`config.mk`:
```
export PLATFORM = sky130hd
export DESIGN_NAME = touch_pad_qualifier_core_flat
export DESIGN_NICKNAME = d
export VERILOG_FILES = /design/src/rtl/tpq_pkg.sv /design/src/rtl/tpq_ifs.sv /design/src/rtl/tpq_sort_cell.sv /design/src/rtl/tpq_sort_chain.sv /design/src/rtl/tpq_mean_div.sv /design/src/rtl/touch_pad_qualifier_core.sv /design/src/flat_wrapper.sv
export SDC_FILE = /design/constraint.sdc
export NUM_CORES = 1
export LEC_CHECK = 0
export CAP_MARGIN = 10
export CORE_ASPECT_RATIO = 0.8
export CORE_MARGIN = 2
export CORE_UTILIZATION = 41
export CTS_BUF_LIST = sky130_fd_sc_hd__clkbuf_8
export CTS_CLUSTER_SIZE = 14
export DETAILED_ROUTE_END_ITERATION = 6
export DONT_BUFFER_PORTS = 1
export PLACE_DENSITY_LB_ADDON = 0.05
export SLEW_MARGIN = 20
export SYNTH_ARGS = -nofsm -noshare
export SYNTH_HDL_FRONTEND = slang
export SYNTH_HIERARCHICAL = 1
export SYNTH_SLANG_ARGS = --single-unit
```
`constraint.sdc`:
```
create_clock -name clk -period 4 [get_ports clk]
set_input_delay 0.8 -clock clk [delete_from_list [all_inputs] [get_ports clk]]
set_output_delay 0.8 -clock clk [all_outputs]
set_load 0.05 [all_outputs]
```
`src/rtl/tpq_pkg.sv`:
```
// tpq_pkg: shared types, codes and constants of the touch pad qualifier
// depends on nothing; imported by the interfaces, tpq_mean_div and the top level
package tpq_pkg;

    localparam int OPCODE_W   = 2;
    localparam int SAMPLE_W   = 16;
    localparam int CFG_IDX_W  = 2;
    localparam int CFG_DATA_W = 3;
    localparam int SIZE_W     = 3;
    localparam int HOLD_W     = 2;
    localparam int DIV_BITS   = 4;

    typedef enum logic [OPCODE_W-1:0] {
        OP_CALIB = 2'd0,
        OP_SCAN  = 2'd1,
        OP_REARM = 2'd2
    } opcode_t;

    typedef enum logic [CFG_IDX_W-1:0] {
        CFG_SHORT_SIZE = 2'd0,
        CFG_LONG_SIZE  = 2'd1,
        CFG_HOLD_SCANS = 2'd2
    } cfg_index_t;

    typedef enum logic {
        KIND_CALIB = 1'b0,
        KIND_SCAN  = 1'b1
    } result_kind_t;

    typedef enum logic [1:0] {
        CAL_IDLE,
        CAL_SUM,
        CAL_DIV,
        CAL_LOAD
    } cal_state_t;

    localparam logic [SIZE_W-1:0] SHORT_SIZE_RST = 3'd3;
    localparam logic [SIZE_W-1:0] LONG_SIZE_RST  = 3'd6;
    localparam logic [HOLD_W-1:0] HOLD_SCANS_RST = 2'd3;

    // samples above threshold needed for a valid group: floor(size*2/3)
    function automatic logic [SIZE_W-1:0] need_count(input logic [SIZE_W-1:0] size);
        logic [SIZE_W-1:0] need;
        case (size)
            3'd0:    need = 3'd0;
            3'd1:    need = 3'd0;
            3'd2:    need = 3'd1;
            3'd3:    need = 3'd2;
            3'd4:    need = 3'd2;
            3'd5:    need = 3'd3;
            3'd6:    need = 3'd4;
            3'd7:    need = 3'd4;
            default: need = 3'd0;
        endcase
        return need;
    endfunction

endpackage

```
`src/rtl/tpq_ifs.sv`:
```
// tpq_ifs: valid/ready channel interfaces of the touch pad qualifier
// depends on tpq_pkg for field widths
interface tpq_sample_if import tpq_pkg::*; ();
    logic                valid;
    logic                ready;
    logic [OPCODE_W-1:0] opcode;
    logic [SAMPLE_W-1:0] charge_time;

    modport source (output valid, opcode, charge_time, input ready);
    modport sink   (input valid, opcode, charge_time, output ready);
endinterface

interface tpq_result_if import tpq_pkg::*; ();
    logic                valid;
    logic                ready;
    logic                result_kind;
    logic                pressed;
    logic [SAMPLE_W-1:0] group_value;
    logic [SAMPLE_W-1:0] baseline_out;
    logic                calib_fault;

    modport source (output valid, result_kind, pressed, group_value, baseline_out,
                    calib_fault, input ready);
    modport sink   (input valid, result_kind, pressed, group_value, baseline_out,
                    calib_fault, output ready);
endinterface

interface tpq_cfg_if import tpq_pkg::*; ();
    logic                  valid;
    logic                  ready;
    logic [CFG_IDX_W-1:0]  index;
    logic [CFG_DATA_W-1:0] data;

    modport source (output valid, index, data, input ready);
    modport sink   (input valid, index, data, output ready);
endinterface

```
`src/rtl/tpq_sort_cell.sv`:
```
// tpq_sort_cell: one rank of the insertion sorter, holds one calibration sample
// no package dependencies; instantiated by tpq_sort_chain
module tpq_sort_cell #(
    parameter int SAMPLE_BITS = 16
) (
    input  logic                   clk,
    input  logic                   wr_en,
    input  logic                   occupied,
    input  logic [SAMPLE_BITS-1:0] sample,
    input  logic [SAMPLE_BITS-1:0] left_value,
    input  logic                   left_below,
    output logic [SAMPLE_BITS-1:0] value,
    output logic                   below
);

    logic [SAMPLE_BITS-1:0] value_reg;
    logic [SAMPLE_BITS-1:0] value_next;

    // new sample lands at or left of this rank: empty ranks count as +inf
    assign below = !occupied || (sample < value_reg);

    always_comb
    begin
        if (below)
        begin
            value_next = left_below ? left_value : sample;
        end
        else
        begin
            value_next = value_reg;
        end
    end

    always_ff @(posedge clk)
    begin
        if (wr_en)
        begin
            value_reg <= value_next;
        end
    end

    assign value = value_reg;

endmodule

```
`src/rtl/tpq_sort_chain.sv`:
```
// tpq_sort_chain: row of sort cells plus fill count and trimmed sum of the middle ranks
// depends on tpq_sort_cell; instantiated by the top level
module tpq_sort_chain #(
    parameter int CAL_SAMPLES = 10,
    parameter int SAMPLE_BITS = 16
) (
    input  logic                          clk,
    input  logic                          rst_n,
    input  logic                          wr_en,
    input  logic [SAMPLE_BITS-1:0]        sample,
    output logic                          last,
    output logic [SAMPLE_BITS+$clog2((CAL_SAMPLES*3)/5 < 1 ? 1 : (CAL_SAMPLES*3)/5)-1:0]
                                          kept_sum
);

    localparam int KEEP_RAW = (CAL_SAMPLES * 3) / 5;
    localparam int KEEP     = (KEEP_RAW < 1) ? 1 : KEEP_RAW;
    localparam int TRIM     = (CAL_SAMPLES - KEEP) / 2;
    localparam int CNT_W    = $clog2(CAL_SAMPLES);
    localparam int SUM_W    = SAMPLE_BITS + $clog2(KEEP);

    logic [CNT_W-1:0]       count_reg;
    logic [CNT_W-1:0]       count_next;
    logic [SAMPLE_BITS-1:0] cell_value [CAL_SAMPLES];
    logic                   cell_below [CAL_SAMPLES];
    logic [SAMPLE_BITS-1:0] left_value [CAL_SAMPLES];
    logic                   left_below [CAL_SAMPLES];
    logic [SUM_W-1:0]       sum;

    assign last = (count_reg == CNT_W'(CAL_SAMPLES - 1));

    always_comb
    begin
        count_next = count_reg;
        if (wr_en)
        begin
            count_next = last ? '0 : count_reg + 1'b1;
        end
    end

    always_ff @(posedge clk or negedge rst_n)
    begin
        if (!rst_n)
        begin
            count_reg <= '0;
        end
        else
        begin
            count_reg <= count_next;
        end
    end

    for (genvar i = 0; i < CAL_SAMPLES; i++)
    begin : g_cell
        if (i == 0)
        begin : g_head
            assign left_value[i] = sample;
            assign left_below[i] = 1'b0;
        end
        else
        begin : g_link
            assign left_value[i] = cell_value[i-1];
            assign left_below[i] = cell_below[i-1];
        end

        tpq_sort_cell #(
            .SAMPLE_BITS (SAMPLE_BITS)
        ) u_cell (
            .clk        (clk),
            .wr_en      (wr_en),
            .occupied   (CNT_W'(i) < count_reg),
            .sample     (sample),
            .left_value (left_value[i]),
            .left_below (left_below[i]),
            .value      (cell_value[i]),
            .below      (cell_below[i])
        );
    end

    // middle ranks only, extremes trimmed
    always_comb
    begin
        sum = '0;
        for (int k = 0; k < KEEP; k++)
        begin
            sum = sum + SUM_W'(cell_value[TRIM + k]);
        end
    end

    assign kept_sum = sum;

endmodule

```
`src/rtl/tpq_mean_div.sv`:
```
// tpq_mean_div: restoring divider by a fixed count, DIV_BITS quotient bits per cycle
// depends on tpq_pkg; instantiated by the top level
module tpq_mean_div import tpq_pkg::*; #(
    parameter int DIVIDEND_W = 19,
    parameter int DIVISOR    = 6,
    parameter int QUOT_W     = 16
) (
    input  logic                  clk,
    input  logic                  rst_n,
    input  logic                  start,
    input  logic [DIVIDEND_W-1:0] dividend,
    output logic                  done,
    output logic [QUOT_W-1:0]     quotient
);

    localparam int DIV_W  = ((DIVIDEND_W + DIV_BITS - 1) / DIV_BITS) * DIV_BITS;
    localparam int STEPS  = DIV_W / DIV_BITS;
    localparam int STEP_W = $clog2(STEPS + 1);
    localparam int REM_W  = $clog2(DIVISOR) + 1;

    logic [DIV_W-1:0]  dq_reg;
    logic [DIV_W-1:0]  dq_next;
    logic [REM_W-1:0]  rem_reg;
    logic [REM_W-1:0]  rem_next;
    logic [REM_W-1:0]  trial;
    logic [STEP_W-1:0] steps_reg;
    logic              run_reg;

    // dividend bits leave at the top, quotient bits enter at the bottom
    always_comb
    begin
        dq_next  = dq_reg;
        rem_next = rem_reg;
        trial    = '0;
        for (int j = 0; j < DIV_BITS; j++)
        begin
            trial   = {rem_next[REM_W-2:0], dq_next[DIV_W-1]};
            dq_next = {dq_next[DIV_W-2:0], 1'b0};
            if (trial >= REM_W'(DIVISOR))
            begin
                rem_next   = trial - REM_W'(DIVISOR);
                dq_next[0] = 1'b1;
            end
            else
            begin
                rem_next = trial;
            end
        end
    end

    always_ff @(posedge clk)
    begin
        if (start)
        begin
            dq_reg  <= DIV_W'(dividend);
            rem_reg <= '0;
        end
        else if (steps_reg != '0)
        begin
            dq_reg  <= dq_next;
            rem_reg <= rem_next;
        end
    end

    always_ff @(posedge clk or negedge rst_n)
    begin
        if (!rst_n)
        begin
            steps_reg <= '0;
            run_reg   <= 1'b0;
        end
        else if (start)
        begin
            steps_reg <= STEP_W'(STEPS);
            run_reg   <= 1'b1;
        end
        else if (steps_reg != '0)
        begin
            steps_reg <= steps_reg - 1'b1;
        end
        else
        begin
            run_reg <= 1'b0;
        end
    end

    assign done     = run_reg && (steps_reg == '0);
    assign quotient = dq_reg[QUOT_W-1:0];

endmodule

```
`src/rtl/touch_pad_qualifier_core.sv`:
```
// touch_pad_qualifier_core: top level of the capacitive touch key qualifier
// depends on tpq_pkg, tpq_ifs, tpq_sort_chain, tpq_sort_cell and tpq_mean_div
//
//   channel   dir  modport         payload
//   samples   in   tpq_sample_if   opcode, charge_time
//   results   out  tpq_result_if   result_kind, pressed, group_value, baseline_out,
//                                  calib_fault
//   cfg       in   tpq_cfg_if      index, data (always ready)
//
// one word per cycle on samples, back to back, scan and calibration alike
// the word that completes a calibration set holds samples off while the trimmed sum
//   is divided and the new baseline loaded (CAL_SUM, CAL_DIV, CAL_LOAD); the sum is
//   SUM_W = SAMPLE_BITS + clog2(keep count) bits wide
// a scan result is registered in the group stage, then in the result register
// results stalled: the group stage still takes a word, then samples.ready drops
// rst_n clears counts, baseline, lockout and valid flags; sort cells hold no reset
module touch_pad_qualifier_core import tpq_pkg::*; #(
    parameter int CAL_SAMPLES = 10,
    parameter int SAMPLE_BITS = 16
) (
    input  logic               clk,
    input  logic               rst_n,
    tpq_sample_if.sink         samples,
    tpq_result_if.source       results,
    tpq_cfg_if.sink            cfg
);

    localparam int KEEP_RAW = (CAL_SAMPLES * 3) / 5;
    localparam int KEEP     = (KEEP_RAW < 1) ? 1 : KEEP_RAW;
    localparam int SUM_W    = SAMPLE_BITS + $clog2(KEEP);
    // thresholds are compared on scaled values: 4x vs 5b, 3v vs 4b, v vs 10b
    localparam int THR_W    = SAMPLE_BITS + 4;

    // ------------------------------------------------------------------
    // configuration registers
    // ------------------------------------------------------------------
    logic [SIZE_W-1:0] short_size_reg;
    logic [SIZE_W-1:0] long_size_reg;
    logic [HOLD_W-1:0] hold_scans_reg;

    assign cfg.ready = 1'b1;

    always_ff @(posedge clk or negedge rst_n)
    begin
        if (!rst_n)
        begin
            short_size_reg <= SHORT_SIZE_RST;
            long_size_reg  <= LONG_SIZE_RST;
            hold_scans_reg <= HOLD_SCANS_RST;
        end
        else if (cfg.valid)
        begin
            case (cfg.index)
                CFG_SHORT_SIZE: short_size_reg <= cfg.data[SIZE_W-1:0];
                CFG_LONG_SIZE:  long_size_reg  <= cfg.data[SIZE_W-1:0];
                CFG_HOLD_SCANS: hold_scans_reg <= cfg.data[HOLD_W-1:0];
                default:        ;
            endcase
        end
    end

    // ------------------------------------------------------------------
    // input decode
    // ------------------------------------------------------------------
    logic                   in_ready;
    logic                   accept;
    logic                   is_calib;
    logic                   is_scan;
    logic                   is_rearm;
    logic [SAMPLE_BITS-1:0] x;

    assign samples.ready = in_ready;
    assign accept        = samples.valid && in_ready;
    assign is_calib      = (samples.opcode == OP_CALIB);
    assign is_scan       = (samples.opcode == OP_SCAN);
    assign is_rearm      = (samples.opcode == OP_REARM);
    assign x             = SAMPLE_BITS'(samples.charge_time);

    // ------------------------------------------------------------------
    // calibration: sorter chain and mean divider
    // ------------------------------------------------------------------
    logic                   sort_last;
    logic [SUM_W-1:0]       kept_sum;
    logic                   div_start;
    logic                   div_done;
    logic [SAMPLE_BITS-1:0] div_quot;

    tpq_sort_chain #(
        .CAL_SAMPLES (CAL_SAMPLES),
        .SAMPLE_BITS (SAMPLE_BITS)
    ) u_sort (
        .clk      (clk),
        .rst_n    (rst_n),
        .wr_en    (accept && is_calib),
        .sample   (x),
        .last     (sort_last),
        .kept_sum (kept_sum)
    );

    tpq_mean_div #(
        .DIVIDEND_W (SUM_W),
        .DIVISOR    (KEEP),
        .QUOT_W     (SAMPLE_BITS)
    ) u_div (
        .clk      (clk),
        .rst_n    (rst_n),
        .start    (div_start),
        .dividend (kept_sum),
        .done     (div_done),
        .quotient (div_quot)
    );

    // ------------------------------------------------------------------
    // calibration sequencer
    // ------------------------------------------------------------------
    cal_state_t cal_state_reg;
    cal_state_t cal_state_next;
    logic       p_free;
    logic       cal_inject;

    always_comb
    begin
        cal_state_next = cal_state_reg;
        case (cal_state_reg)
            CAL_IDLE:
            begin
                if (accept && is_calib && sort_last)
                begin
                    cal_state_next = CAL_SUM;
                end
            end
            CAL_SUM:  cal_state_next = CAL_DIV;
            CAL_DIV:
            begin
                if (div_done)
                begin
                    cal_state_next = CAL_LOAD;
                end
            end
            CAL_LOAD:
            begin
                if (p_free)
                begin
                    cal_state_next = CAL_IDLE;
                end
            end
            default:  cal_state_next = CAL_IDLE;
        endcase
    end

    // samples wait while a new baseline is on its way or the group stage is full
    always_comb
    begin
        in_ready   = 1'b0;
        div_start  = 1'b0;
        cal_inject = 1'b0;
        case (cal_state_reg)
            CAL_IDLE: in_ready   = p_free;
            CAL_SUM:  div_start  = 1'b1;
            CAL_DIV:  ;
            CAL_LOAD: cal_inject = p_free;
            default:  ;
        endcase
    end

    always_ff @(posedge clk or negedge rst_n)
    begin
        if (!rst_n)
        begin
            cal_state_reg <= CAL_IDLE;
        end
        else
        begin
            cal_state_reg <= cal_state_next;
        end
    end

    // ------------------------------------------------------------------
    // baseline and derived thresholds, updated as the calibration word
    // enters the group stage so earlier scan results keep the old value
    // ------------------------------------------------------------------
    logic [SAMPLE_BITS-1:0] baseline_reg;
    logic [THR_W-1:0]       valid_thr_reg;
    logic [THR_W-1:0]       press_lo_reg;
    logic [THR_W-1:0]       press_hi_reg;
    logic [THR_W-1:0]       quot_ext;

    assign quot_ext = THR_W'(div_quot);

    always_ff @(posedge clk or negedge rst_n)
    begin
        if (!rst_n)
        begin
            baseline_reg  <= '0;
            valid_thr_reg <= '0;
            press_lo_reg  <= '0;
            press_hi_reg  <= '0;
        end
        else if (cal_inject)
        begin
            baseline_reg  <= div_quot;
            valid_thr_reg <= (quot_ext << 2) + quot_ext;
            press_lo_reg  <= quot_ext << 2;
            press_hi_reg  <= (quot_ext << 3) + (quot_ext << 1);
        end
    end

    // ------------------------------------------------------------------
    // scan group accumulation, on the accepted word
    // ------------------------------------------------------------------
    logic [SIZE_W-1:0]      group_count_reg;
    logic [SIZE_W-1:0]      group_target_reg;
    logic [SIZE_W-1:0]      valid_count_reg;
    logic [SAMPLE_BITS-1:0] group_peak_reg;

    logic                   grp_start;
    logic [SIZE_W-1:0]      size_sel;
    logic [SIZE_W-1:0]      size_eff;
    logic [SIZE_W-1:0]      tgt;
    logic [SIZE_W-1:0]      gc_base;
    logic [SIZE_W-1:0]      vc_base;
    logic [SAMPLE_BITS-1:0] pk_base;
    logic                   above;
    logic [SIZE_W-1:0]      gc_next;
    logic [SIZE_W-1:0]      vc_next;
    logic [SAMPLE_BITS-1:0] pk_next;
    logic                   grp_end;
    logic [SAMPLE_BITS-1:0] grp_val;
    logic                   scan_take;

    always_comb
    begin
        grp_start = is_rearm || (group_count_reg == '0);
        size_sel  = is_rearm ? long_size_reg : short_size_reg;
        // a zero size acts as one
        size_eff  = (size_sel == '0) ? SIZE_W'(1) : size_sel;
        tgt       = grp_start ? size_eff : group_target_reg;
        gc_base   = grp_start ? '0 : group_count_reg;
        vc_base   = grp_start ? '0 : valid_count_reg;
        pk_base   = grp_start ? '0 : group_peak_reg;
        // x > floor(5b/4)  <=>  4x > 5b
        above     = (THR_W'(x) << 2) > valid_thr_reg;
        gc_next   = gc_base + 1'b1;
        vc_next   = vc_base + SIZE_W'(above);
        pk_next   = (x > pk_base) ? x : pk_base;
        grp_end   = (gc_next >= tgt);
        grp_val   = (vc_next >= need_count(tgt)) ? pk_next : '0;
    end

    assign scan_take = accept && (is_scan || is_rearm);

    always_ff @(posedge clk or negedge rst_n)
    begin
        if (!rst_n)
        begin
            group_count_reg  <= '0;
            group_target_reg <= '0;
            valid_count_reg  <= '0;
            group_peak_reg   <= '0;
        end
        else if (scan_take)
        begin
            group_target_reg <= tgt;
            if (grp_end)
            begin
                group_count_reg <= '0;
                valid_count_reg <= '0;
                group_peak_reg  <= '0;
            end
            else
            begin
                group_count_reg <= gc_next;
                valid_count_reg <= vc_next;
                group_peak_reg  <= pk_next;
            end
        end
    end

    // ------------------------------------------------------------------
    // group stage: finished groups, re-arms and the calibration word,
    // kept in order so the lockout sees them as they arrived
    // ------------------------------------------------------------------
    logic                   p_valid_reg;
    logic                   p_kind_reg;
    logic                   p_rearm_reg;
    logic                   p_end_reg;
    logic [SAMPLE_BITS-1:0] p_val_reg;
    logic                   p_load;
    logic                   p_out;
    logic                   p_adv;
    logic                   o_free;

    logic                   o_valid_reg;
    logic                   o_kind_reg;
    logic                   o_pressed_reg;
    logic [SAMPLE_BITS-1:0] o_val_reg;
    logic [SAMPLE_BITS-1:0] o_base_reg;
    logic                   o_fault_reg;

    assign o_free = !o_valid_reg || results.ready;
    assign p_out  = (p_kind_reg == KIND_CALIB) || p_end_reg;
    // a re-arm with no finished group only clears the lockout
    assign p_adv  = p_valid_reg && (!p_out || o_free);
    assign p_free = !p_valid_reg || p_adv;
    assign p_load = cal_inject || (scan_take && (is_rearm || grp_end));

    always_ff @(posedge clk or negedge rst_n)
    begin
        if (!rst_n)
        begin
            p_valid_reg <= 1'b0;
        end
        else if (p_load)
        begin
            p_valid_reg <= 1'b1;
        end
        else if (p_adv)
        begin
            p_valid_reg <= 1'b0;
        end
    end

    always_ff @(posedge clk)
    begin
        if (p_load)
        begin
            p_kind_reg  <= cal_inject ? KIND_CALIB : KIND_SCAN;
            p_rearm_reg <= !cal_inject && is_rearm;
            p_end_reg   <= !cal_inject && grp_end;
            p_val_reg   <= grp_val;
        end
    end

    // ------------------------------------------------------------------
    // press decision and hold lockout
    // ------------------------------------------------------------------
    logic [HOLD_W-1:0] lockout_reg;
    logic [HOLD_W-1:0] lk_base;
    logic [HOLD_W-1:0] lk_load;
    logic [HOLD_W-1:0] lk_next;
    logic [THR_W-1:0]  val_ext;
    logic              in_range;
    logic              press;

    always_comb
    begin
        lk_base  = p_rearm_reg ? '0 : lockout_reg;
        val_ext  = THR_W'(p_val_reg);
        // v > floor(4b/3)  <=>  3v > 4b
        in_range = (((val_ext << 1) + val_ext) > press_lo_reg) && (val_ext < press_hi_reg);
        press    = in_range && (lk_base == '0);
        lk_load  = in_range ? hold_scans_reg : lk_base;
        lk_next  = (lk_load != '0) ? lk_load - 1'b1 : '0;
    end

    always_ff @(posedge clk or negedge rst_n)
    begin
        if (!rst_n)
        begin
            lockout_reg <= '0;
        end
        else if (p_adv && (p_kind_reg == KIND_SCAN))
        begin
            lockout_reg <= p_end_reg ? lk_next : lk_base;
        end
    end

    // ------------------------------------------------------------------
    // result register
    // ------------------------------------------------------------------
    always_ff @(posedge clk or negedge rst_n)
    begin
        if (!rst_n)
        begin
            o_valid_reg <= 1'b0;
        end
        else if (p_adv && p_out)
        begin
            o_valid_reg <= 1'b1;
        end
        else if (results.ready)
        begin
            o_valid_reg <= 1'b0;
        end
    end

    always_ff @(posedge clk)
    begin
        if (p_adv && p_out)
        begin
            o_kind_reg    <= p_kind_reg;
            o_pressed_reg <= (p_kind_reg == KIND_SCAN) && press;
            o_val_reg     <= (p_kind_reg == KIND_SCAN) ? p_val_reg : '0;
            o_base_reg    <= baseline_reg;
            // at or above half of full scale means the top bit is set
            o_fault_reg   <= baseline_reg[SAMPLE_BITS-1];
        end
    end

    assign results.valid        = o_valid_reg;
    assign results.result_kind  = o_kind_reg;
    assign results.pressed      = o_pressed_reg;
    assign results.group_value  = SAMPLE_W'(o_val_reg);
    assign results.baseline_out = SAMPLE_W'(o_base_reg);
    assign results.calib_fault  = o_fault_reg;

    // ------------------------------------------------------------------
    // assertions
    // ------------------------------------------------------------------
    a_cal_start: assert property (@(posedge clk) disable iff (!rst_n)
        (accept && is_calib && sort_last) |=> (cal_state_reg == CAL_SUM))
        else $error("completed calibration set did not start the mean");

    a_div_done: assert property (@(posedge clk) disable iff (!rst_n)
        div_done |-> (cal_state_reg == CAL_DIV))
        else $error("divider finished outside the divide phase");

    a_backpressure: assert property (@(posedge clk) disable iff (!rst_n)
        (p_valid_reg && p_out && o_valid_reg && !results.ready) |-> !samples.ready)
        else $error("sample taken with both result stages blocked");

    a_inject_order: assert property (@(posedge clk) disable iff (!rst_n)
        cal_inject |-> !(scan_take))
        else $error("scan word taken while calibration result enters the pipe");

endmodule
```
`src/flat_wrapper.sv`:
```
// flat-port wrapper written by rule: the top's interface ports become plain ports
module touch_pad_qualifier_core_flat import tpq_pkg::*;
#(
    parameter int CAL_SAMPLES = 10,
    parameter int SAMPLE_BITS = 16
)
  (clk, rst_n, samples_valid, samples_opcode, samples_charge_time, samples_ready, results_valid, results_result_kind, results_pressed, results_group_value, results_baseline_out, results_calib_fault, results_ready, cfg_valid, cfg_index, cfg_data, cfg_ready);
  tpq_sample_if samples_i ();
  tpq_result_if results_i ();
  tpq_cfg_if cfg_i ();
  input  logic clk;
  input  logic rst_n;
  input wire logic [$bits(samples_i.valid)-1:0] samples_valid;
  input wire logic [$bits(samples_i.opcode)-1:0] samples_opcode;
  input wire logic [$bits(samples_i.charge_time)-1:0] samples_charge_time;
  output wire logic [$bits(samples_i.ready)-1:0] samples_ready;
  output wire logic [$bits(results_i.valid)-1:0] results_valid;
  output wire logic [$bits(results_i.result_kind)-1:0] results_result_kind;
  output wire logic [$bits(results_i.pressed)-1:0] results_pressed;
  output wire logic [$bits(results_i.group_value)-1:0] results_group_value;
  output wire logic [$bits(results_i.baseline_out)-1:0] results_baseline_out;
  output wire logic [$bits(results_i.calib_fault)-1:0] results_calib_fault;
  input wire logic [$bits(results_i.ready)-1:0] results_ready;
  input wire logic [$bits(cfg_i.valid)-1:0] cfg_valid;
  input wire logic [$bits(cfg_i.index)-1:0] cfg_index;
  input wire logic [$bits(cfg_i.data)-1:0] cfg_data;
  output wire logic [$bits(cfg_i.ready)-1:0] cfg_ready;
  assign samples_i.valid = samples_valid;
  assign samples_i.opcode = samples_opcode;
  assign samples_i.charge_time = samples_charge_time;
  assign samples_ready = samples_i.ready;
  assign results_valid = results_i.valid;
  assign results_result_kind = results_i.result_kind;
  assign results_pressed = results_i.pressed;
  assign results_group_value = results_i.group_value;
  assign results_baseline_out = results_i.baseline_out;
  assign results_calib_fault = results_i.calib_fault;
  assign results_i.ready = results_ready;
  assign cfg_i.valid = cfg_valid;
  assign cfg_i.index = cfg_index;
  assign cfg_i.data = cfg_data;
  assign cfg_ready = cfg_i.ready;
  touch_pad_qualifier_core #(.CAL_SAMPLES(CAL_SAMPLES), .SAMPLE_BITS(SAMPLE_BITS)) u_core (.clk(clk), .rst_n(rst_n), .samples(samples_i), .results(results_i), .cfg(cfg_i));
endmodule
```
==> impl_metrics.toml, run 1 <==
[pwr]
p_leak_nw = 11.4
seqPwrFrac_pct = 30.0
switchingPower_mw = 7.94
clkPwrFrac_pct = 16.1
p_int_mw = 10.4
pwr-share-comb_pct = 53.9
total_power_mw = 18.3
power-per-cell-area_mw_per_mm2 = 711
swShare_pct = 43.3
vdd_drop_max_mv = 0.464

[cts]
clk_latency_ps = 670
path_clk_slew_ps = 70
cts.sinks = 284
h-tree-depth = 2
cts_tree = "built"
clock_path_buffers = 3
clockRootBuffer = "clkbuf_8"
cts_inserted_buffers = 53

[sta]
tightest_slew_ps = 1000
period_needed_ps = 4250
fin_worst_skew_ps = 47.2
post-route-period-util_pct = 106
rsz0062_at_grt = "yes"
setup_violations = 10
fin_tns_setup_ps = -1750
layout_setup_ws_ps = -252
finalHoldViolations = 0
drv_slew = 0
worst_slew_margin_rel_pct = 33.2
fmax_ghz = 0.235

[final_layout]
drive_gt1_share_pct = 24.9
multiInputGateArea_mm2 = 0.0131
regArea_mm2 = 0.00810
syn_to_final_growth_pct = 16.6
antenna_cells = 0
largest_reg_flops = 128
layout.nets = 2606
finalInstanceArea_mm2 = 0.0258
n_fill_cell = 4976

[floorplanning]
design.core.area_mm2 = 0.0536
fp.dieH_um = 212
initial_utilization_pct = 41.3
die_x_um = 264
core.rowCount = 76
io_pins = 66
die_area_mm2 = 0.0559

[placed_design]
portBuffers = 0
dp_hpwl_um = 45700
gp_congestion = 0.849
place_area_mm2 = 0.0241

[synthesis]
syn_area_mm2 = 0.0221
synth_nets = 2441
synth.avg_cell_area_um2 = 10.6
yosysWarnings = 6
synthCells = 2096

[critical_path]
worstSetupStartpointType = "register"
crit_type = "register to register"
crit_path_max_fanout = 4
critPathCaptureType = "register"
worstPathRequired_ps = 4400
arrival_ps = 4650

[route]
drtPass1Iterations = 5
drcViolationCount = 0
wire_per_inst_um = 20.4
routed_wl_um = 61400
routed_via_density = 5.31
initialDrtViolationCount = 973
vias = 15971
antenna_left = 0

[status]
status = "finished, violations left"
violations = "setup timing"

[global_routing]
grt_overflow_total = 0
grt_pass1_vias = 16048
track_usage_pct = 22.2
antenna_found_initial = 0
grt_pass1_wl_um = 95300
grt_max_degree = 81

[job]
cap_violations = 0

[worst_hold_path]
min_path_type = "primary input to asynchronous set/reset pin"
## area by class of cell
| type | instances | area share (%) |
|---|---|---|
| multi-input cells | 1418 | 50.8 |
| clock inverters | 45 | 1.25 |
| well taps | 702 | 3.40 |
| repair buffers | 182 | 5.68 |
| clock buffers | 54 | 2.88 |
| inverters | 322 | 4.68 |
| flip-flops and latches | 284 | 31.4 |
## worst max-delay path: stages (launching register included)
cell and delay (ps):
edfxtp_1 410, ha_2 210, buf_6 110, a211o_1 340
a211oi_4 310, nor3b_2 100, or2_4 290, xnor2_2 140
fa_1 500, inv_2 50, ha_4 250, a211oi_4 240
nand4_1 240, a311oi_2 270, o31ai_1 110, xor2_1 150
mux2_4 260
## power groups by stage
stage / clock [mW] / sequential, mW / combinational (mW)
global placement: 0 / 5.56 / 8.81
detailed placement: 0 / 5.56 / 8.96
finish: 2.95 / 5.51 / 9.89
floorplan: 0 / 5.05 / 6.65
global route: 3.17 / 5.60 / 11.0
CTS: 3.07 / 5.50 / 9.50
## repair_timing
item,in CTS,in global routing
endpoints found under the setup margin,12,29
hold buffers,1,0
resized for setup,57,28
buffers inserted,8,5
gates cloned,0,1
endpoints found under the hold margin,80,0
pin swaps,25,40
## cells in the final DEF, fill, tap and decap left out, types with 9 or more instances in the layout
cell type / instances
nor2_1: 68
ha_4: 9
a22o_1: 20
nand3_1: 47
fa_1: 48
ha_1: 253
clkbuf_8: 54
o41ai_4: 15
buf_4: 173
dfrtp_1: 74
nor3_1: 14
edfxtp_1: 200
o21a_1: 17
a21oi_2: 14
nor3b_1: 10
nand2_1: 117
and2_1: 27
clkinv_2: 11
and4_1: 14
mux2_2: 162
nand2b_4: 9
inv_1: 321
a31oi_1: 16
nand4_1: 41
o21ai_0: 76
a2111oi_4: 9
a21o_1: 37
clkinv_1: 19
nor4_2: 9
nand2b_1: 35
mux2i_1: 24
a21oi_1: 100
xor2_1: 16
xnor2_1: 25
nor2b_1: 19
## through the flow
step | hold slack, ps | util [%] | instances | setup slack (ps)
3_3_place_gp | 457 | 45.0 | 2893 | -270
6_report | 51.3 | 48.1 | 3007 | -252
5_1_grt | 48.3 | 48.1 | 3007 | -467
2_1_floorplan | 435 | - | 2096 | -49.4
4_1_cts | 14.8 | 47.8 | 3001 | -250
3_5_place_dp | 464 | 45.0 | 2893 | -364
## final timing paths
kind / end / startpoint / cells after the start / slack, ps
worst max-delay path: u_core/u_div/dq_reg[16] / u_core/u_sort/g_cell[2].u_cell/value[0] / 16 / -250
worst min-delay path: u_core/press_hi_reg[5] / rst_n / 1 / 50
worst max register to register: u_core/u_div/dq_reg[16] / u_core/u_sort/g_cell[2].u_cell/value[0] / 16 / -250
worst min register to register: u_core/u_div/run_reg / u_core/u_div/run_reg / 1 / 480
max in group asynchronous: u_core/long_size_reg[1] / rst_n / 1 / 3550
min in group clk: u_core/group_peak_reg[3] / samples_charge_time[3] / 1 / 260
## routing by layer
layer	GRT usage, %	up-vias	part of all wire [%]
met5	0	-	0
met4	5.66	0	2.1
met3	4.77	78	6.5
met2	31.7	303	40
met1	33.7	7784	51
li1	-	7806	-
Note: power is estimated with default switching activity, not from simulation.
==> inputs of run 2 (changes only) <==
- ABC_AREA: unset -> 1
==> run 2 against run 1 <==
  * The flow now finishes without violations
  * Sequential cell count unchanged
  * Sequential power decreased by 0.7%
  * Power decreased by 10%
  * Final area decreased by 5.0%
  * Combinational power decreased by 18%
  * Critical endpoint unchanged
==> impl_metrics.toml, run 2 <==
[critical_path]
crit_family = "adder cells"
worstSetupStartpoint = "u_core/u_sort/g_cell[7].u_cell/value[6]"
path_buf_inv = 5
critPathMaxStageDelay_ps = 560
crit_path_max_fanout = 5
r2r-end = "u_core/u_div/dq_reg[16]"
worstPathRequired_ps = 4400
worstSetupStartpointType = "register"
r2r_cells = 18
crit_type = "register to register"
crit_top_cell = "nand2_1"
critPathCaptureType = "register"
crit_chain = "inv_1, fa_1, inv_1, fa_1, inv_1, fa_1, inv_1, ha_1, nand2_1, inv_1, a21oi_1, nand2_1, nand2_1, nand2_1, nand2_1, nand2_1, nand2_1, nand2_1"
crit_slowest_cell = "fa_1"
reg2reg_slack_ps = 270
r2r_start = "u_core/u_sort/g_cell[7].u_cell/value[6]"
arrival_ps = 4140
cp_num_cells = 18
crit_path_end = "u_core/u_div/dq_reg[16]"

[placed_design]
gp_congestion = 0.856
portBuffers = 0
dp_hpwl_um = 46000
dp_slack_ps = 144

[floorplanning]
core.rowCount = 77
die_x_um = 267
io_pins = 66
die_area_mm2 = 0.0572
fp.dieH_um = 214
initial_utilization_pct = 41.2
design.core.area_mm2 = 0.0550

[global_routing]
grt_overflow_total = 0
track_usage_pct = 21.7
busiest_layer = "met1"
grt_pass1_vias = 16594
met3_usage_pct = 3.23
antenna_found_initial = 0
grt_pass1_wl_um = 95400
grt_max_degree = 81
grt_util_met2_pct = 31.1
grt_use_met1_pct = 33.7

[final_layout]
final_common_cell = "nand2_1"
layout.nets = 2992
drive_gt1_share_pct = 11.8
largest_reg_flops = 128
syn_to_final_growth_pct = 8.12
n_fill_cell = 5409
final_cell_mix = "641 x nand2_1, 548 x inv_1, 265 x ha_1, 200 x edfxtp_1, 124 x a21oi_1"
regArea_mm2 = 0.00810
multiInputGateArea_mm2 = 0.0121

[route]
routed_via_density = 4.87
drcViolationCount = 0
initialDrtViolationCount = 1097
drtPass1Iterations = 5
antenna_left = 0
routed_wl_um = 60900
wire_per_inst_um = 17.7
vias = 16751

[sta]
tightest_slew_ps = 1080
worst_slew_margin_rel_pct = 28.1
fmax_ghz = 0.268
drv_slew = 0
setup_violations = 0
rsz0062_at_grt = "no"
layout_setup_ws_ps = 269
finalHoldViolations = 0
fin_tns_setup_ps = 0
period_needed_ps = 3730
post-route-period-util_pct = 93.3
fin_worst_skew_ps = 49.1

[cts]
clockRootBuffer = "clkbuf_8"
cts_tree = "built"
cts_inserted_buffers = 54
h-tree-depth = 2
clock_path_buffers = 3
path_clk_slew_ps = 60
cts.sinks = 284
clk_latency_ps = 660
post_cts_buffers = 0

[synthesis]
synth.avg_cell_area_um2 = 8.67
syn_area_mm2 = 0.0227
synthCells = 2616
yosysWarnings = 6
synth_nets = 2961

[job]
cap_violations = 0

[pwr]
clkPwrFrac_pct = 17.7
seqPwrFrac_pct = 33.3
p_int_mw = 8.77
switchingPower_mw = 7.67
p_leak_nw = 12.6
pwr-share-comb_pct = 49.1
swShare_pct = 46.7
vdd_drop_max_mv = 0.347
power-per-cell-area_mw_per_mm2 = 670

[worst_hold_path]
min_path_type = "primary input to asynchronous set/reset pin"

[status]
status = "finished, final reports clean"
-- run 2: layout make-up --
type                    count  area share, %
diodes                      2         0.0204
clock buffers              62           3.48
clock inverters            37          0.903
inverters                 564           8.63
multi-input cells        1714           49.2
flip-flops and latches    284           33.0
well taps                 750           3.83
repair buffers             29          0.969
-- run 2: layer usage --
metal	vias up	part of all wire (%)
met2	296	41
met5	-	0
li1	8456	-
met1	7928	53
met4	0	2.2
met3	71	4.5
-- run 2: repair_timing --
item | CTS | global route
setup endpoints to repair | 0 | 3
resized for setup | 0 | 4
hold buffers | 1 | 0
endpoints found under the hold margin | 80 | 0
-- run 2: worst min path at each step --
stage,startpoint,to,slack (ps),cells after the start
after floorplan,u_core/u_div/dq_reg[16],u_core/u_div/rem_reg[0],420,2
after global placement,u_core/baseline_reg[4],u_core/results.baseline_out[4],430,0
after detailed placement,u_core/baseline_reg[6],u_core/results.baseline_out[6],430,0
after CTS,rst_n,u_core/p_valid_reg,10,1
after global routing,rst_n,u_core/baseline_reg[4],20,1
final,rst_n,u_core/baseline_reg[4],30,1
-- run 2: power groups by stage --
stage / Combinational (mW) / Sequential, mW / Clock (mW)
floorplan: 6.33 / 5.10 / 0
global placement: 7.83 / 5.52 / 0
detailed placement: 7.98 / 5.53 / 0
CTS: 8.06 / 5.48 / 3.01
global route: 9.25 / 5.55 / 3.14
finish: 8.07 / 5.47 / 2.90
-- run 2: metrics by stage --
stage	power (mW)	util [%]	hold WS [ps]	instance area, um2	instances
after floorplan	11.4	-	422	22700	2616
after global placement	13.4	42.5	434	23400	3340
after detailed placement	13.5	42.5	432	23400	3340
after CTS	16.6	44.5	14.0	24500	3440
after global routing	17.9	44.6	18.5	24500	3440
final	16.4	44.6	25.5	24500	3442
==> inputs of run 3 (changes only) <==
- RECOVER_POWER: unset -> 50
==> run 3 against run 2 <==
  * The flow now finishes with violations (capacitance limit, slew limit)
  * Sequential share of layout area rose by 0.20 points
  * First-iteration DRC count fell by 1.1%
  * Cell count barely moved
  * Maximum frequency rose by 0.41%
  * Clock power barely moved
  * Via count barely moved
  * Register-to-register slack improved by 20 ps
  * Power fell by 0.33%
  * Critical endpoint is now u_core/lockout_reg[1]
  * Largest power group unchanged
  * Highest routed layer unchanged
==> impl_metrics.toml, run 3 (synthesis gave the netlist of run 2 again) <==
[critical_path]
r2r_start = "u_core/p_val_reg[1]"
crit_type = "register to register"
reg2reg_slack_ps = 280
worstPathRequired_ps = 4550
worstSetupStartpoint = "u_core/p_val_reg[1]"
cp_num_cells = 19
worstSetupStartpointType = "register"
crit_chain = "inv_2, fa_1, nand3b_1, nand2_1, a31oi_1, o21ai_0, a31oi_1, xnor2_1, ha_1, a21oi_1, o21ai_0, a21oi_1, nand2_1, nand2_2, nand2_1, nand3_2, nor2_1, nor2_1, nor2_1"
critPathMaxStageDelay_ps = 530
r2r-end = "u_core/lockout_reg[1]"
path_buf_inv = 1
critPathCaptureType = "register"
crit_family = "compound AO/OA/AOI/OAI gates"
crit_path_max_fanout = 5
r2r_cells = 19
crit_slowest_cell = "edfxtp_1"
arrival_ps = 4270
crit_path_end = "u_core/lockout_reg[1]"

[pwr]
vdd_drop_max_mv = 0.349
p_leak_nw = 12.5
power-per-cell-area_mw_per_mm2 = 672

[route]
vias = 16759
initialDrtViolationCount = 1085
antenna_left = 0
drtPass1Iterations = 7
wire_per_inst_um = 17.7
routed_via_density = 4.87
routed_wl_um = 60900
drcViolationCount = 0

[cts]
clk_latency_ps = 660
clockRootBuffer = "clkbuf_8"
cts_tree = "built"
cts_inserted_buffers = 54
path_clk_slew_ps = 60
clock_path_buffers = 3
h-tree-depth = 2
cts.sinks = 284

[sta]
finalHoldViolations = 0
period_needed_ps = 3720
post-route-period-util_pct = 92.9
tightest_slew_ps = 2230
worst_slew_margin_rel_pct = -48.5
fin_worst_skew_ps = 47.6
setup_violations = 0
fin_tns_setup_ps = 0
drv_slew = 134
rsz0062_at_grt = "no"
fmax_ghz = 0.269

[worst_hold_path]
min_path_type = "primary input to register"
min-delay-start = "cfg_data[1]"

[final_layout]
finalInstanceArea_mm2 = 0.0244
syn_to_final_growth_pct = 7.47
final_common_cell = "nand2_1"
drive_gt1_share_pct = 10.6
largest_reg_flops = 128
final_cell_mix = "643 x nand2_1, 550 x inv_1, 265 x ha_1, 200 x edfxtp_1, 125 x a21oi_1"
antenna_cells = 0
layout.nets = 2992

[global_routing]
grt_overflow_total = 0
grt_pass1_vias = 16594
track_usage_pct = 21.7
grt_max_degree = 81
grt_pass1_wl_um = 95400
antenna_found_initial = 0

[floorplanning]
fp.dieH_um = 214
die_x_um = 267
design.core.area_mm2 = 0.0550
core.rowCount = 77
initial_utilization_pct = 41.2
io_pins = 66
die_area_mm2 = 0.0572

[placed_design]
place_area_mm2 = 0.0234
gp_congestion = 0.856
portBuffers = 0
dp_hpwl_um = 46000

[status]
violations = "capacitance limit, slew limit"
status = "finished, violations left"

[job]
cap_violations = 3
-- run 3: cell types whose count changed in the layout (fill, tap and decap cells not counted), moves of 3 or more --
| cell | before | now |
|---|---|---|
| mux2_1 | 40 | 56 |
| mux2_4 | 64 | 48 |
| buf_4 | 28 | 21 |
| clkbuf_1 | 0 | 7 |
| dfstp_1 | 0 | 3 |
| dfstp_2 | 6 | 3 |
| o21ai_0 | 88 | 91 |
-- run 3: timing repair --
| action | CTS | global route |
|---|---|---|
| setup buffers | 0 | 0 |
| hold buffers | 1 | 0 |
| hold endpoints to repair | 80 | 0 |
| setup endpoints to repair | 0 | 3 |
| gates resized for setup | 0 | 4 |
-- run 3: metrics by stage --
stage                     setup slack (ps)  std cells  hold slack (ps)  util [%]  total power, mW
after floorplan                        333       2616              422         -             11.4
after global placement                 154       3340              434      42.5             13.4
after detailed placement               144       3340              432      42.5             13.5
after CTS                              221       3440             14.0      44.5             16.6
after global routing                 0.123       3440              266      44.3             17.9
final                                  284       3440              294      44.3             16.4
-- run 3: final cells by class --
type / count / area [um2]
multi-input combinational: 1714 / 12000
sequential: 284 / 8100
clock inverter: 37 / 221
timing repair buffer: 29 / 189
clock buffer: 62 / 853
fill: 5446 / 30600
inverter: 564 / 2120
tap: 750 / 938
-- run 3: metal layers --
metal	share of wire, %	global-route usage [%]	up-vias
met4	2.3	6.10	0
met5	0	0	-
li1	-	-	8455
met3	4.5	3.23	73
met1	53	33.7	7908
met2	40	31.1	323
-- run 3: worst min-delay path by stage --
stage,to,slack [ps],depth (start not counted)
global route,u_core/long_size_reg[2],270,2
finish,u_core/short_size_reg[1],290,2
CTS,u_core/p_valid_reg,10,1
floorplan,u_core/u_div/rem_reg[0],420,2
global placement,u_core/results.baseline_out[4],430,0
detailed placement,u_core/results.baseline_out[6],430,0
-- run 3: where the power goes --
| part | switching (mW) | leakage, nW | total (mW) | internal, mW |
|---|---|---|---|---|
| logic | 5.09 | 9.02 | 8.02 | 2.93 |
| registers | 1.20 | 2.89 | 5.47 | 4.26 |
| clock network | 1.36 | 0.622 | 2.90 | 1.55 |
| total | 7.64 | 12.5 | 16.4 | 8.74 |
-- run 3: worst reg2reg max path, delay by kind of cell (launching register included) --
| family | cells | cell delay [ps] |
|---|---|---|
| AOI/OAI and AO/OA | 6 | 1000 |
| xor gates and xnor gates | 1 | 250 |
| adders and majority gates | 2 | 760 |
| buffers and inverters | 1 | 90 |
| DFF | 1 | 530 |
| and+or+nand+nor | 9 | 980 |
